--- config.mk ---
export PLATFORM = sky130hd
export DESIGN_NAME = differential_odometry_integrator
export DESIGN_NICKNAME = d
export VERILOG_FILES = /design/src/sv/doi_pkg.sv /design/src/sv/doi_ctrl.sv /design/src/sv/doi_datapath.sv /design/src/sv/differential_odometry_integrator.sv
export SDC_FILE = /design/constraint.sdc
export NUM_CORES = 2
export LEC_CHECK = 0
export BUFFER_PORTS_ARGS = -buffer_cell sky130_fd_sc_hd__buf_2
export CAP_MARGIN = 20
export CELL_PAD_IN_SITES_DETAIL_PLACEMENT = 1
export CELL_PAD_IN_SITES_GLOBAL_PLACEMENT = 1
export CORE_MARGIN = 5
export CORE_UTILIZATION = 40
export CTS_CLUSTER_SIZE = 40
export DETAILED_ROUTE_END_ITERATION = 10
export PLACE_DENSITY = 0.66
export SLEW_MARGIN = 30
export SYNTH_ARGS = -nofsm -noshare
export SYNTH_HDL_FRONTEND = slang
export SYNTH_SLANG_ARGS = --single-unit
--- constraint.sdc ---
create_clock -name clk_i -period 11.7 [get_ports clk_i]
set_input_delay 1.17 -clock clk_i [delete_from_list [all_inputs] [get_ports clk_i]]
set_output_delay 1.17 -clock clk_i [all_outputs]
set_load 0.05 [all_outputs]
--- src/sv/doi_pkg.sv ---
// package for the differential odometry integrator
// holds payload and control types, fixed-point constants and the arctangent table
// no dependencies
`default_nettype none

package doi_pkg;

  localparam int ENC_W         = 32;
  localparam int POS_W         = 48;
  localparam int HEAD_W        = 16;
  localparam int QUAD_W        = 2;

  localparam int CORDIC_STEPS  = 16;
  localparam int FRACTION_BITS = 16;
  localparam int WORK_FRAC     = 29;
  localparam int ATAN_LEN      = 24;
  localparam int ATAN_W        = 30;
  localparam int ROT_STEPS     = (CORDIC_STEPS < ATAN_LEN) ? CORDIC_STEPS : ATAN_LEN;
  localparam int ITER_W        = $clog2(ATAN_LEN);
  localparam logic [ITER_W-1:0] ROT_LAST = ITER_W'(ROT_STEPS - 1);
  localparam int ROUND_SHIFT   = WORK_FRAC - FRACTION_BITS;

  localparam int DELTA_W       = ENC_W + 1;
  localparam int SUM_W         = ENC_W + 2;
  localparam int GAIN_W        = 29;
  localparam int PROD_W        = SUM_W + GAIN_W;
  localparam int WORK_W        = 64;
  localparam int ANG_W         = 34;
  localparam logic signed [GAIN_W-1:0] GAIN_Q28 = 29'sd163008219;
  localparam logic signed [WORK_W-1:0] ROUND_ADD = 64'sd1 <<< (ROUND_SHIFT - 1);

  // gyro to binary angle: floor((32 g + 22 + 45 * 2^31) / 45)
  localparam int DVD_W         = 40;
  localparam int DIV_DIGIT_W   = 8;
  localparam int DIV_CYCLES    = DVD_W / DIV_DIGIT_W;
  localparam int DIV_CNT_W     = $clog2(DIV_CYCLES);
  localparam logic [DIV_CNT_W-1:0] DIV_LAST = DIV_CNT_W'(DIV_CYCLES - 1);
  localparam int GYRO_SHIFT    = 5;
  localparam logic [6:0] GYRO_DIVISOR = 7'd45;
  localparam int REM_W         = 6;
  localparam logic [DVD_W-1:0] GYRO_OFFSET = 40'd22 + 40'd45 * 40'd2147483648;

  typedef struct packed {
    logic signed [ENC_W-1:0] right_position;
    logic signed [ENC_W-1:0] left_position;
    logic signed [ENC_W-1:0] gyro_rotation;
  } doi_in_t;

  typedef struct packed {
    logic signed [POS_W-1:0] pos_x;
    logic signed [POS_W-1:0] pos_y;
    logic [HEAD_W-1:0]       heading;
  } doi_out_t;

  typedef enum logic [2:0] {
    ST_IDLE,
    ST_PREP,
    ST_DIV,
    ST_FOLD,
    ST_ROT,
    ST_ACC
  } doi_state_e;

  typedef struct packed {
    logic              cap;
    logic              prep;
    logic              div_step;
    logic              sum;
    logic              mul;
    logic              fold;
    logic              rot;
    logic              acc;
    logic [ITER_W-1:0] iter;
  } doi_cmd_t;

  function automatic logic [ATAN_W-1:0] doi_atan(input logic [ITER_W-1:0] idx);
    logic [ATAN_W-1:0] v;
    case (idx)
      5'd0:    v = 30'd536870912;
      5'd1:    v = 30'd316933406;
      5'd2:    v = 30'd167458907;
      5'd3:    v = 30'd85004756;
      5'd4:    v = 30'd42667331;
      5'd5:    v = 30'd21354465;
      5'd6:    v = 30'd10679838;
      5'd7:    v = 30'd5340245;
      5'd8:    v = 30'd2670163;
      5'd9:    v = 30'd1335087;
      5'd10:   v = 30'd667544;
      5'd11:   v = 30'd333772;
      5'd12:   v = 30'd166886;
      5'd13:   v = 30'd83443;
      5'd14:   v = 30'd41722;
      5'd15:   v = 30'd20861;
      5'd16:   v = 30'd10430;
      5'd17:   v = 30'd5215;
      5'd18:   v = 30'd2608;
      5'd19:   v = 30'd1304;
      5'd20:   v = 30'd652;
      5'd21:   v = 30'd326;
      5'd22:   v = 30'd163;
      5'd23:   v = 30'd81;
      default: v = '0;
    endcase
    return v;
  endfunction

endpackage

`default_nettype wire

--- src/sv/doi_ctrl.sv ---
// controller state machine for the odometry integrator
// sequences capture, gyro division, cordic rotation and accumulation; uses doi_pkg
`default_nettype none

module doi_ctrl (
  input  wire logic            clk_i,
  input  wire logic            rst_ni,
  input  wire logic            in_valid_i,
  input  wire logic            out_stall_i,
  output logic                 in_stall_o,
  output logic                 out_valid_o,
  output doi_pkg::doi_cmd_t    cmd_o
);
  import doi_pkg::*;

  doi_state_e           state_q, state_d;
  logic [DIV_CNT_W-1:0] cnt_q, cnt_d;
  logic [ITER_W-1:0]    iter_q, iter_d;
  logic                 out_valid_q, out_valid_d;
  logic                 out_free;

  assign out_free = !out_valid_q || !out_stall_i;

  always_comb begin
    state_d = state_q;
    unique case (state_q)
      ST_IDLE: if (in_valid_i) state_d = ST_PREP;
      ST_PREP: state_d = ST_DIV;
      ST_DIV:  if (cnt_q == DIV_LAST) state_d = ST_FOLD;
      ST_FOLD: state_d = ST_ROT;
      ST_ROT:  if (iter_q == ROT_LAST) state_d = ST_ACC;
      ST_ACC:  if (out_free) state_d = ST_IDLE;
      default: state_d = ST_IDLE;
    endcase
  end

  always_comb begin
    cmd_o       = '0;
    cmd_o.iter  = iter_q;
    in_stall_o  = 1'b1;
    cnt_d       = cnt_q;
    iter_d      = iter_q;
    out_valid_d = out_valid_q && out_stall_i;
    unique case (state_q)
      ST_IDLE: begin
        in_stall_o = 1'b0;
        cmd_o.cap  = in_valid_i;
      end
      ST_PREP: begin
        cmd_o.prep = 1'b1;
        cnt_d      = '0;
      end
      ST_DIV: begin
        cmd_o.div_step = 1'b1;
        cmd_o.sum      = (cnt_q == DIV_CNT_W'(0));
        cmd_o.mul      = (cnt_q == DIV_CNT_W'(1));
        cnt_d          = cnt_q + DIV_CNT_W'(1);
      end
      ST_FOLD: begin
        cmd_o.fold = 1'b1;
        iter_d     = '0;
      end
      ST_ROT: begin
        cmd_o.rot = 1'b1;
        iter_d    = iter_q + ITER_W'(1);
      end
      ST_ACC: begin
        if (out_free) begin
          cmd_o.acc   = 1'b1;
          out_valid_d = 1'b1;
        end
      end
      default: in_stall_o = 1'b1;
    endcase
  end

  always_ff @(posedge clk_i or negedge rst_ni) begin
    if (!rst_ni) begin
      state_q     <= ST_IDLE;
      cnt_q       <= '0;
      iter_q      <= '0;
      out_valid_q <= 1'b0;
    end else begin
      state_q     <= state_d;
      cnt_q       <= cnt_d;
      iter_q      <= iter_d;
      out_valid_q <= out_valid_d;
    end
  end

  assign out_valid_o = out_valid_q;

endmodule

`default_nettype wire

--- src/sv/doi_datapath.sv ---
// datapath for the odometry integrator: deltas, gyro divider, gain multiply,
// iterative cordic rotator, wrapping accumulators and output register; uses doi_pkg
`default_nettype none

module doi_datapath (
  input  wire logic                 clk_i,
  input  wire logic                 rst_ni,
  input  wire doi_pkg::doi_cmd_t    cmd_i,
  input  wire doi_pkg::doi_in_t     in_data_i,
  input  wire logic                 cfg_we_i,
  input  wire logic [doi_pkg::QUAD_W-1:0] cfg_wdata_i,
  output doi_pkg::doi_out_t         out_data_o
);
  import doi_pkg::*;

  doi_in_t                    in_q;
  doi_out_t                   out_q;
  logic [QUAD_W-1:0]          quad_q;
  logic signed [ENC_W-1:0]    last_right_q, last_left_q;
  logic signed [POS_W-1:0]    acc_x_q, acc_y_q;
  logic signed [DELTA_W-1:0]  dr_q, dl_q;
  logic signed [SUM_W-1:0]    s_q;
  logic [DVD_W-1:0]           dvd_q;
  logic [REM_W-1:0]           rem_q;
  logic [HEAD_W-1:0]          quot_q;
  logic [HEAD_W-1:0]          head_q;
  logic signed [WORK_W-1:0]   x_q, y_q;
  logic signed [ANG_W-1:0]    z_q;

  logic signed [PROD_W-1:0]   prod;
  logic [HEAD_W-1:0]          head_d, ang;
  logic                       fold;
  logic [6:0]                 rem;
  logic [DIV_DIGIT_W-1:0]     qdig;
  logic signed [WORK_W-1:0]   xs, ys, x_n, y_n, xr, yr;
  logic signed [ANG_W-1:0]    at, z_n;
  logic signed [POS_W-1:0]    acc_x_n, acc_y_n;

  assign prod = PROD_W'(s_q) * PROD_W'(GAIN_Q28);

  // eight restoring steps on the narrow remainder
  always_comb begin
    rem  = {1'b0, rem_q};
    qdig = '0;
    for (int k = 0; k < DIV_DIGIT_W; k++) begin
      rem = {rem[REM_W-1:0], dvd_q[DVD_W-1-k]};
      if (rem >= GYRO_DIVISOR) begin
        rem               = rem - GYRO_DIVISOR;
        qdig[DIV_DIGIT_W-1-k] = 1'b1;
      end
    end
  end

  assign head_d = {quad_q, {(HEAD_W-QUAD_W){1'b0}}} - quot_q;
  assign fold   = head_d[HEAD_W-1] ^ head_d[HEAD_W-2];
  assign ang    = {head_d[HEAD_W-1] ^ fold, head_d[HEAD_W-2:0]};

  always_comb begin
    xs = x_q >>> cmd_i.iter;
    ys = y_q >>> cmd_i.iter;
    at = ANG_W'(doi_atan(cmd_i.iter));
    if (!z_q[ANG_W-1]) begin
      x_n = x_q - ys;
      y_n = y_q + xs;
      z_n = z_q - at;
    end else begin
      x_n = x_q + ys;
      y_n = y_q - xs;
      z_n = z_q + at;
    end
  end

  assign xr      = (x_q + ROUND_ADD) >>> ROUND_SHIFT;
  assign yr      = (y_q + ROUND_ADD) >>> ROUND_SHIFT;
  assign acc_x_n = acc_x_q + xr[POS_W-1:0];
  assign acc_y_n = acc_y_q + yr[POS_W-1:0];

  always_ff @(posedge clk_i or negedge rst_ni) begin
    if (!rst_ni) begin
      quad_q       <= '0;
      last_right_q <= '0;
      last_left_q  <= '0;
      acc_x_q      <= '0;
      acc_y_q      <= '0;
    end else begin
      if (cfg_we_i) quad_q <= cfg_wdata_i;
      if (cmd_i.prep) begin
        last_right_q <= in_q.right_position;
        last_left_q  <= in_q.left_position;
      end
      if (cmd_i.acc) begin
        acc_x_q <= acc_x_n;
        acc_y_q <= acc_y_n;
      end
    end
  end

  always_ff @(posedge clk_i) begin
    if (cmd_i.cap) in_q <= in_data_i;
    if (cmd_i.prep) begin
      dr_q   <= DELTA_W'(in_q.right_position) - DELTA_W'(last_right_q);
      dl_q   <= DELTA_W'(in_q.left_position) - DELTA_W'(last_left_q);
      dvd_q  <= (DVD_W'(in_q.gyro_rotation) <<< GYRO_SHIFT) + GYRO_OFFSET;
      rem_q  <= '0;
      quot_q <= '0;
    end
    if (cmd_i.div_step) begin
      dvd_q  <= dvd_q << DIV_DIGIT_W;
      rem_q  <= rem[REM_W-1:0];
      quot_q <= {quot_q[HEAD_W-DIV_DIGIT_W-1:0], qdig};
    end
    if (cmd_i.sum) s_q <= SUM_W'(dr_q) + SUM_W'(dl_q);
    if (cmd_i.mul) x_q <= WORK_W'(prod);
    if (cmd_i.fold) begin
      head_q <= head_d;
      x_q    <= fold ? -x_q : x_q;
      y_q    <= '0;
      z_q    <= {{(ANG_W-HEAD_W-16){ang[HEAD_W-1]}}, ang, 16'b0};
    end
    if (cmd_i.rot) begin
      x_q <= x_n;
      y_q <= y_n;
      z_q <= z_n;
    end
    if (cmd_i.acc) begin
      out_q.pos_x   <= acc_x_n;
      out_q.pos_y   <= acc_y_n;
      out_q.heading <= head_q;
    end
  end

  assign out_data_o = out_q;

endmodule

`default_nettype wire

--- src/sv/differential_odometry_integrator.sv ---
// top level of the differential drive odometry integrator
// a request is taken only in idle; its result becomes valid once these steps are through
// (prep, gyro divider at 8 quotient bits each step, fold, 16 cordic steps, accumulate once the output is free)
// a new request waits until the last one is done, as the single shared cordic stage and divider serve one at a time
// reset (async, active low) clears encoder history, accumulators and the quadrant register
`default_nettype none

module differential_odometry_integrator (
  input  wire logic                       clk_i,
  input  wire logic                       rst_ni,
  input  wire logic                       in_valid_i,
  output logic                            in_stall_o,
  input  wire doi_pkg::doi_in_t           in_data_i,
  output logic                            out_valid_o,
  input  wire logic                       out_stall_i,
  output doi_pkg::doi_out_t               out_data_o,
  input  wire logic                       cfg_we_i,
  input  wire logic [doi_pkg::QUAD_W-1:0] cfg_wdata_i
);
  import doi_pkg::*;

  doi_cmd_t cmd;

  doi_ctrl u_ctrl (
    .clk_i       (clk_i),
    .rst_ni      (rst_ni),
    .in_valid_i  (in_valid_i),
    .out_stall_i (out_stall_i),
    .in_stall_o  (in_stall_o),
    .out_valid_o (out_valid_o),
    .cmd_o       (cmd)
  );

  doi_datapath u_dp (
    .clk_i       (clk_i),
    .rst_ni      (rst_ni),
    .cmd_i       (cmd),
    .in_data_i   (in_data_i),
    .cfg_we_i    (cfg_we_i),
    .cfg_wdata_i (cfg_wdata_i),
    .out_data_o  (out_data_o)
  );

endmodule

`default_nettype wire

==> After elaboration in Yosys (flattened, before gate mapping) <==
Memories as Yosys holds them, arrays and structs flattened.
Index checks and enable logic that the tools add are counted.
{ "word_totals": {"inputBits": 103, "output_inout_bits": 114, "n_memories": 1, "regBits": 722, "word_cells": 142, "rom_bits": 960} }
{ "classes": {"add_sub_neg": 26, "n_bitwise": 2, "n_mux": 50, "n_eq_ne": 13, "n_shift": 2, "magnitude_cmp": 8, "reduce_logical": 13, "n_mul": 1} }
{ "mem_list": {"columns": ["memory", "words", "width", "read_ports", "rd_ports_with_merged_regs", "write_ports", "line_no", "rtl"], "rows": [
  ["(name not given)", 32, 30, 1, 0, 0, "doi_pkg.sv:78", "case (idx)"]
]} }
{ "op_table": {"columns": ["operator", "count"], "rows": [
  ["two-way mux 64 bit", 8],
  ["adder 64 bit", 2],
  [">>> shifter 64 x 5 -> 64 bit", 2],
  ["subtractor 64 bit", 2],
  ["adder 61 x 14 -> 61 bit, second input constant", 2],
  ["two-way mux 34 bit", 3],
  ["adder 48 bit", 2],
  ["two-way mux 40 bit", 2],
  ["subtractor 32 x 32 -> 33 bit", 2],
  ["negation 64 bit", 1],
  ["multiplier 34 x 29 -> 63 bit, second input constant", 1],
  ["two-way mux 6 bit", 10],
  ["greater-or-equal comparator 7 x 6 -> 1 bit, second input constant", 8],
  ["subtractor 6 bit, second input constant", 8],
  ["adder 37 x 38 -> 39 bit, second input constant", 1],
  ["adder 33 x 33 -> 34 bit", 1],
  ["adder 34 x 31 -> 34 bit", 1],
  ["subtractor 34 x 31 -> 34 bit", 1],
  ["two-way mux 16 bit", 2],
  ["case mux 3 bit (6 select lines)", 1],
  ["two-way mux 1 bit", 17],
  ["subtractor 16 bit", 1],
  ["two-way mux 3 bit", 5],
  ["case mux 5 bit (2 select lines)", 1],
  ["19 further kinds", 31]
]} }

==> Longest topological paths before layout <==
{ "depth": {"ltp_word": 17, "mapped_depth": 44, "mapped_depth_nobuf": 41} }

==> Cells and area by module <==
From an unflattened synthesis, not the netlist that was laid out.
{ "unflattened": {"hier_cells": 7883, "hier_area_um2": 75852.7} }
{ "modules_own_cells": {"columns": ["module", "n_inst", "area_per_inst_um2", "cells_per_inst", "seq_area_each_um2"], "rows": [
  ["doi_datapath", 1, 75147.1, 7807, 20349.5],
  ["doi_ctrl", 1, 705.7, 76, 300.3]
]} }

==> Worst setup path after synthesis <==
OpenSTA, ideal clock, no wires.
{ "synth_path": {"kind": "register to register", "from": "register u_dp.s_q[33]", "to": "register u_dp.x_q[62] (data pin)", "arrival_time_ns": 10.209, "stages_incl_launch_ff": 30, "path_slack_ns": 1.220, "setup_ns": 0.270, "period_less_slack_ns": 10.480, "n_path_buf": 0, "required_ns": 11.430, "cell_sequence": "edfxtp_1 > ha_1 > inv_1 > fa_1 > fa_1 > fa_1 > fa_1 > inv_1 > fa_1 > inv_1 > fa_1 > fa_1 > ha_1 > o21a_1 > o21ai_0 > nor3_1 > and3_1 > a211oi_1 > a211oi_1 > o31a_1 > a2111oi_0 > o21bai_1 > a21oi_1 > o21ai_0 > nand2_1 > nor4_1 > a31oi_1 > o211ai_1 > a211oi_1 > a21oi_1"} }
{ "synth_via": {"elab_chain_len": 4} }
{ "synth_lines": {"columns": ["element", "line_no", "rtl"], "rows": [
  ["from (decl)", "doi_datapath.sv:22", "logic signed [SUM_W-1:0] s_q;"],
  ["from (signal assigned)", "doi_datapath.sv:112", "if (cmd_i.sum) s_q <= SUM_W'(dr_q) + SUM_W'(dl_q);"],
  ["multiplier 34 x 29 -> 63 bit", "doi_datapath.sv:39", "assign prod = PROD_W'(s_q) * PROD_W'(GAIN_Q28);"],
  ["two-way mux 64 bit", "doi_datapath.sv:113", "if (cmd_i.mul) x_q <= WORK_W'(prod);"],
  ["two-way mux 64 bit", "doi_datapath.sv:114", "if (cmd_i.fold) begin"],
  ["two-way mux 64 bit", "doi_datapath.sv:120", "if (cmd_i.rot) begin"],
  ["to (signal assigned)", "doi_datapath.sv:113", null],
  ["to (signal assigned)", "doi_datapath.sv:116", "x_q <= fold ? -x_q : x_q;"],
  ["to (signal assigned)", "doi_datapath.sv:121", "x_q <= x_n;"],
  ["to (decl)", "doi_datapath.sv:27", "logic signed [WORK_W-1:0] x_q, y_q;"]
]} }
Every way passes these cells. The select of a mux whose other input is x is not followed.
A chain may end at the register's enable or synchronous reset.

==> Worst setup path after layout <==
{ "layout_path": {"from": "register u_dp.s_q[11]", "to": "register u_dp.x_q[62] (data pin)"} }
Same word-level chain as after synthesis.

==> results.toml <==
[synth]
netlist.area_leader.share_pct = 21.64
synth_most_common_cell = "inv_1"
synth_cell_types = 109
ys_top_cells_by_count = "inv_1 (844), nand2_1 (725), ha_1 (672), nor2_1 (635), fa_1 (542)"
yosys_warnings = 0
async_reset_ff_share_pct = 24.23
ys_ff_latch = 718
syn-cell-area_um2 = 74940
syn_nets = 9134
synth_top_flop_cell = "edfxtp_1"
synth_edf_count = 540
synthCells = 7817
netlist_top_cells_area = "edfxtp_1 (22%), fa_1 (14%), ha_1 (11%), dfrtp_1 (5.8%), xnor2_1 (5.1%)"
syn_avg_cell_area_um2 = 9.587
yosys.area.top_type = "edfxtp_1"
ys_seq_area_share_pct = 27.56

[worst_setup_path]
r2r_cells = 32
worst-setup-path-type = "reg2reg"
crit_required_ns = 12.17
cp_max_fo = 8
crit_path_frequent_cell = "fa_1"
end_kind = "register"
critical_path_arrival_ns = 11.14
reg2reg_from = "u_dp.s_q[11]"
crit_path_max_incr_delay_ns = 0.65
cp_num_buf_inv = 2
crit_start = "u_dp.s_q[11]"
slowest_stage = "edfxtp_1"
cp-start-kind = "register"
crit_family = "adder cells"
cp_num_cells = 32

[clocking]
ctsHoldBuffers = 0
cts_sinks = 718
clockBufferDepth = 3
tritoncts = "built"
cts_setup_buffers = 0
clock_latency_ns = 0.75
cts-resized-gates = 0
clk_pin_slew_ns = 0.06
cts_made_buffers = 90
cts.htree.levels = 3
cts_root_buf = "clkbuf_16"

[detailed_routing]
ant_nets = 0
routedWlPerCell_um = 21.94
finalWirelength_mm = 229.2
drt_pass1_iterations = 5
vias_per_cell = 5.511
drt_iter0_markers = 3321
dr_total_vias = 57569
drcViolationCount = 0

[global_routing]
first_global_vias = 61475
grt.total_usage_pct = 22.92
grt_pass1_wl_mm = 358.0
gr-total-overflow = 0
grt_max_degree = 117
antenna_found_initial = 6

[floorplan]
num_io_pins = 217
die_width_um = 442.8
rows = 158
initial_core_util_pct = 40.33
core_um2 = 185800
die-area_um2 = 196100
fp.dieH_um = 442.8

[place]
hpwl_mm = 185.6
gp_congestion = 0.9497
io_buffers = 216

[timing]
period_share_pct = 91.25
clock_skew_ns = 0.04480
finalSetupViolCount = 0
rsz0062_at_grt = "false"
worst-slew-pin-transition_ns = 0.9781
slew_headroom_pct = 34.24
timing.fmax_mhz = 93.66
fin_setup_tns_ns = 0
finalMaxSlewViolations = 0
hold_viol = 0
post-route-min-period_ns = 10.68

[min_path]
min_path_cells = 0
hp-start = "u_dp.head_q[1]"
hold_path.class = "reg2reg"

[cells_and_area]
post_route_cells_drive_above_1_share_pct = 9.191
nets = 9205
area_delta_synth_final_pct = 9.074

[status]
status = "complete, no violations"

[run]
maxCapViolCount = 0
registers in the layout (all words and copies together), names as in the netlist, 6 cells and up:
register / flops
u_dp.acc_y_q: 48
u_dp.head_q: 16
u_dp.x_q: 64
u_dp.quot_q: 16
u_dp.in_q: 96
u_dp.dvd_q: 36
u_dp.out_data_o: 112
u_dp.acc_x_q: 48
u_dp.s_q: 34
u_dp.dl_q: 33
u_dp.last_left_q: 32
u_dp.last_right_q: 32
u_dp.dr_q: 33
u_dp.y_q: 64
u_dp.z_q: 34
u_dp.rem_q: 6
kinds of logic (layout without fill, tap and decap cells):
group	Yosys count	after routing	share of synthesized area [%]
AOI/OAI and AO/OA	1590	1590	13.40
xor gates and xnor gates	686	686	8.028
adders and majority gates	1214	1214	25.70
buffers and inverters	1135	1282	5.728
DFF	718	718	27.56
muxes	336	336	6.528
other	0	2	0
and+or+nand+nor	2138	2138	13.06
metrics by stage:
step	utilization (%)	cell area, µm²	worst slack, ns	cells	hold WS, ns
after detailed placement	42.26	78530	1.030	10275	0.4059
after floorplan	-	74940	1.220	7817	0.4003
after global placement	42.22	78460	1.138	10273	0.4073
after CTS	43.97	81710	1.023	10443	0.4207
final	43.99	81740	1.023	10446	0.4188
after global routing	43.99	81740	0.4115	10445	0.4258
layout by cell type, fill, tap and decap left out, types with 109 or more instances in the layout:
cell type and n:
a21o_1 120, a21oi_1 439, a31oi_1 128, buf_2 215, dfrtp_1 169, edfxtp_1 540, fa_1 542, ha_1 672
inv_1 841, mux2_2 115, mux2i_1 109, nand2_1 724, nand3_1 141, nor2_1 631, nor3_1 129, o21ai_0 394
xnor2_1 436, xor2_1 249
layer usage:
layer	wire (µm)	share of wire [%]	track usage, %	vias to the layer above
met5	13	0.0057	0	-
met1	104800	46	31.02	28934
li1	-	-	-	27285
met4	6001	2.6	5.948	2
met2	109100	48	38.81	1083
met3	9283	4.0	3.058	265
worst reg2reg max path, delay by kind of cell (launching register included):
family	cells	cell delay, ns
buffers and inverters	2	0.10
adder cells (fa/ha/maj)	9	4.54
AO/OA/AOI/OAI	17	4.41
flip-flops	1	0.65
AND/OR/NAND/NOR	4	0.73
worst paths after layout:
| check | to | slack [ns] |
|---|---|---|
| worst max-delay path | u_dp.x_q[62] | 1.02 |
| worst min-delay path | u_dp.out_data_o[1] | 0.42 |
| worst max register to register | u_dp.x_q[62] | 1.02 |
| worst min register to register | u_dp.out_data_o[1] | 0.42 |
| max in group asynchronous | u_ctrl.iter_q[1] | 9.66 |
| min in group asynchronous | u_dp.acc_x_q[38] | 0.52 |
area by class of cell:
cell class	count	area (µm²)
antenna	2	5.005
clock buffer	116	2480
clock inverter	52	701.9
fill	21061	104100
inverter	849	3197
multi-input combinational	5964	50070
sequential	718	20670
tap	2480	3103
timing repair buffer	265	1513
Power is left out: the tool's default activity adds up to more than one toggle a clock period on the data nets, which glitch-free logic cannot reach.
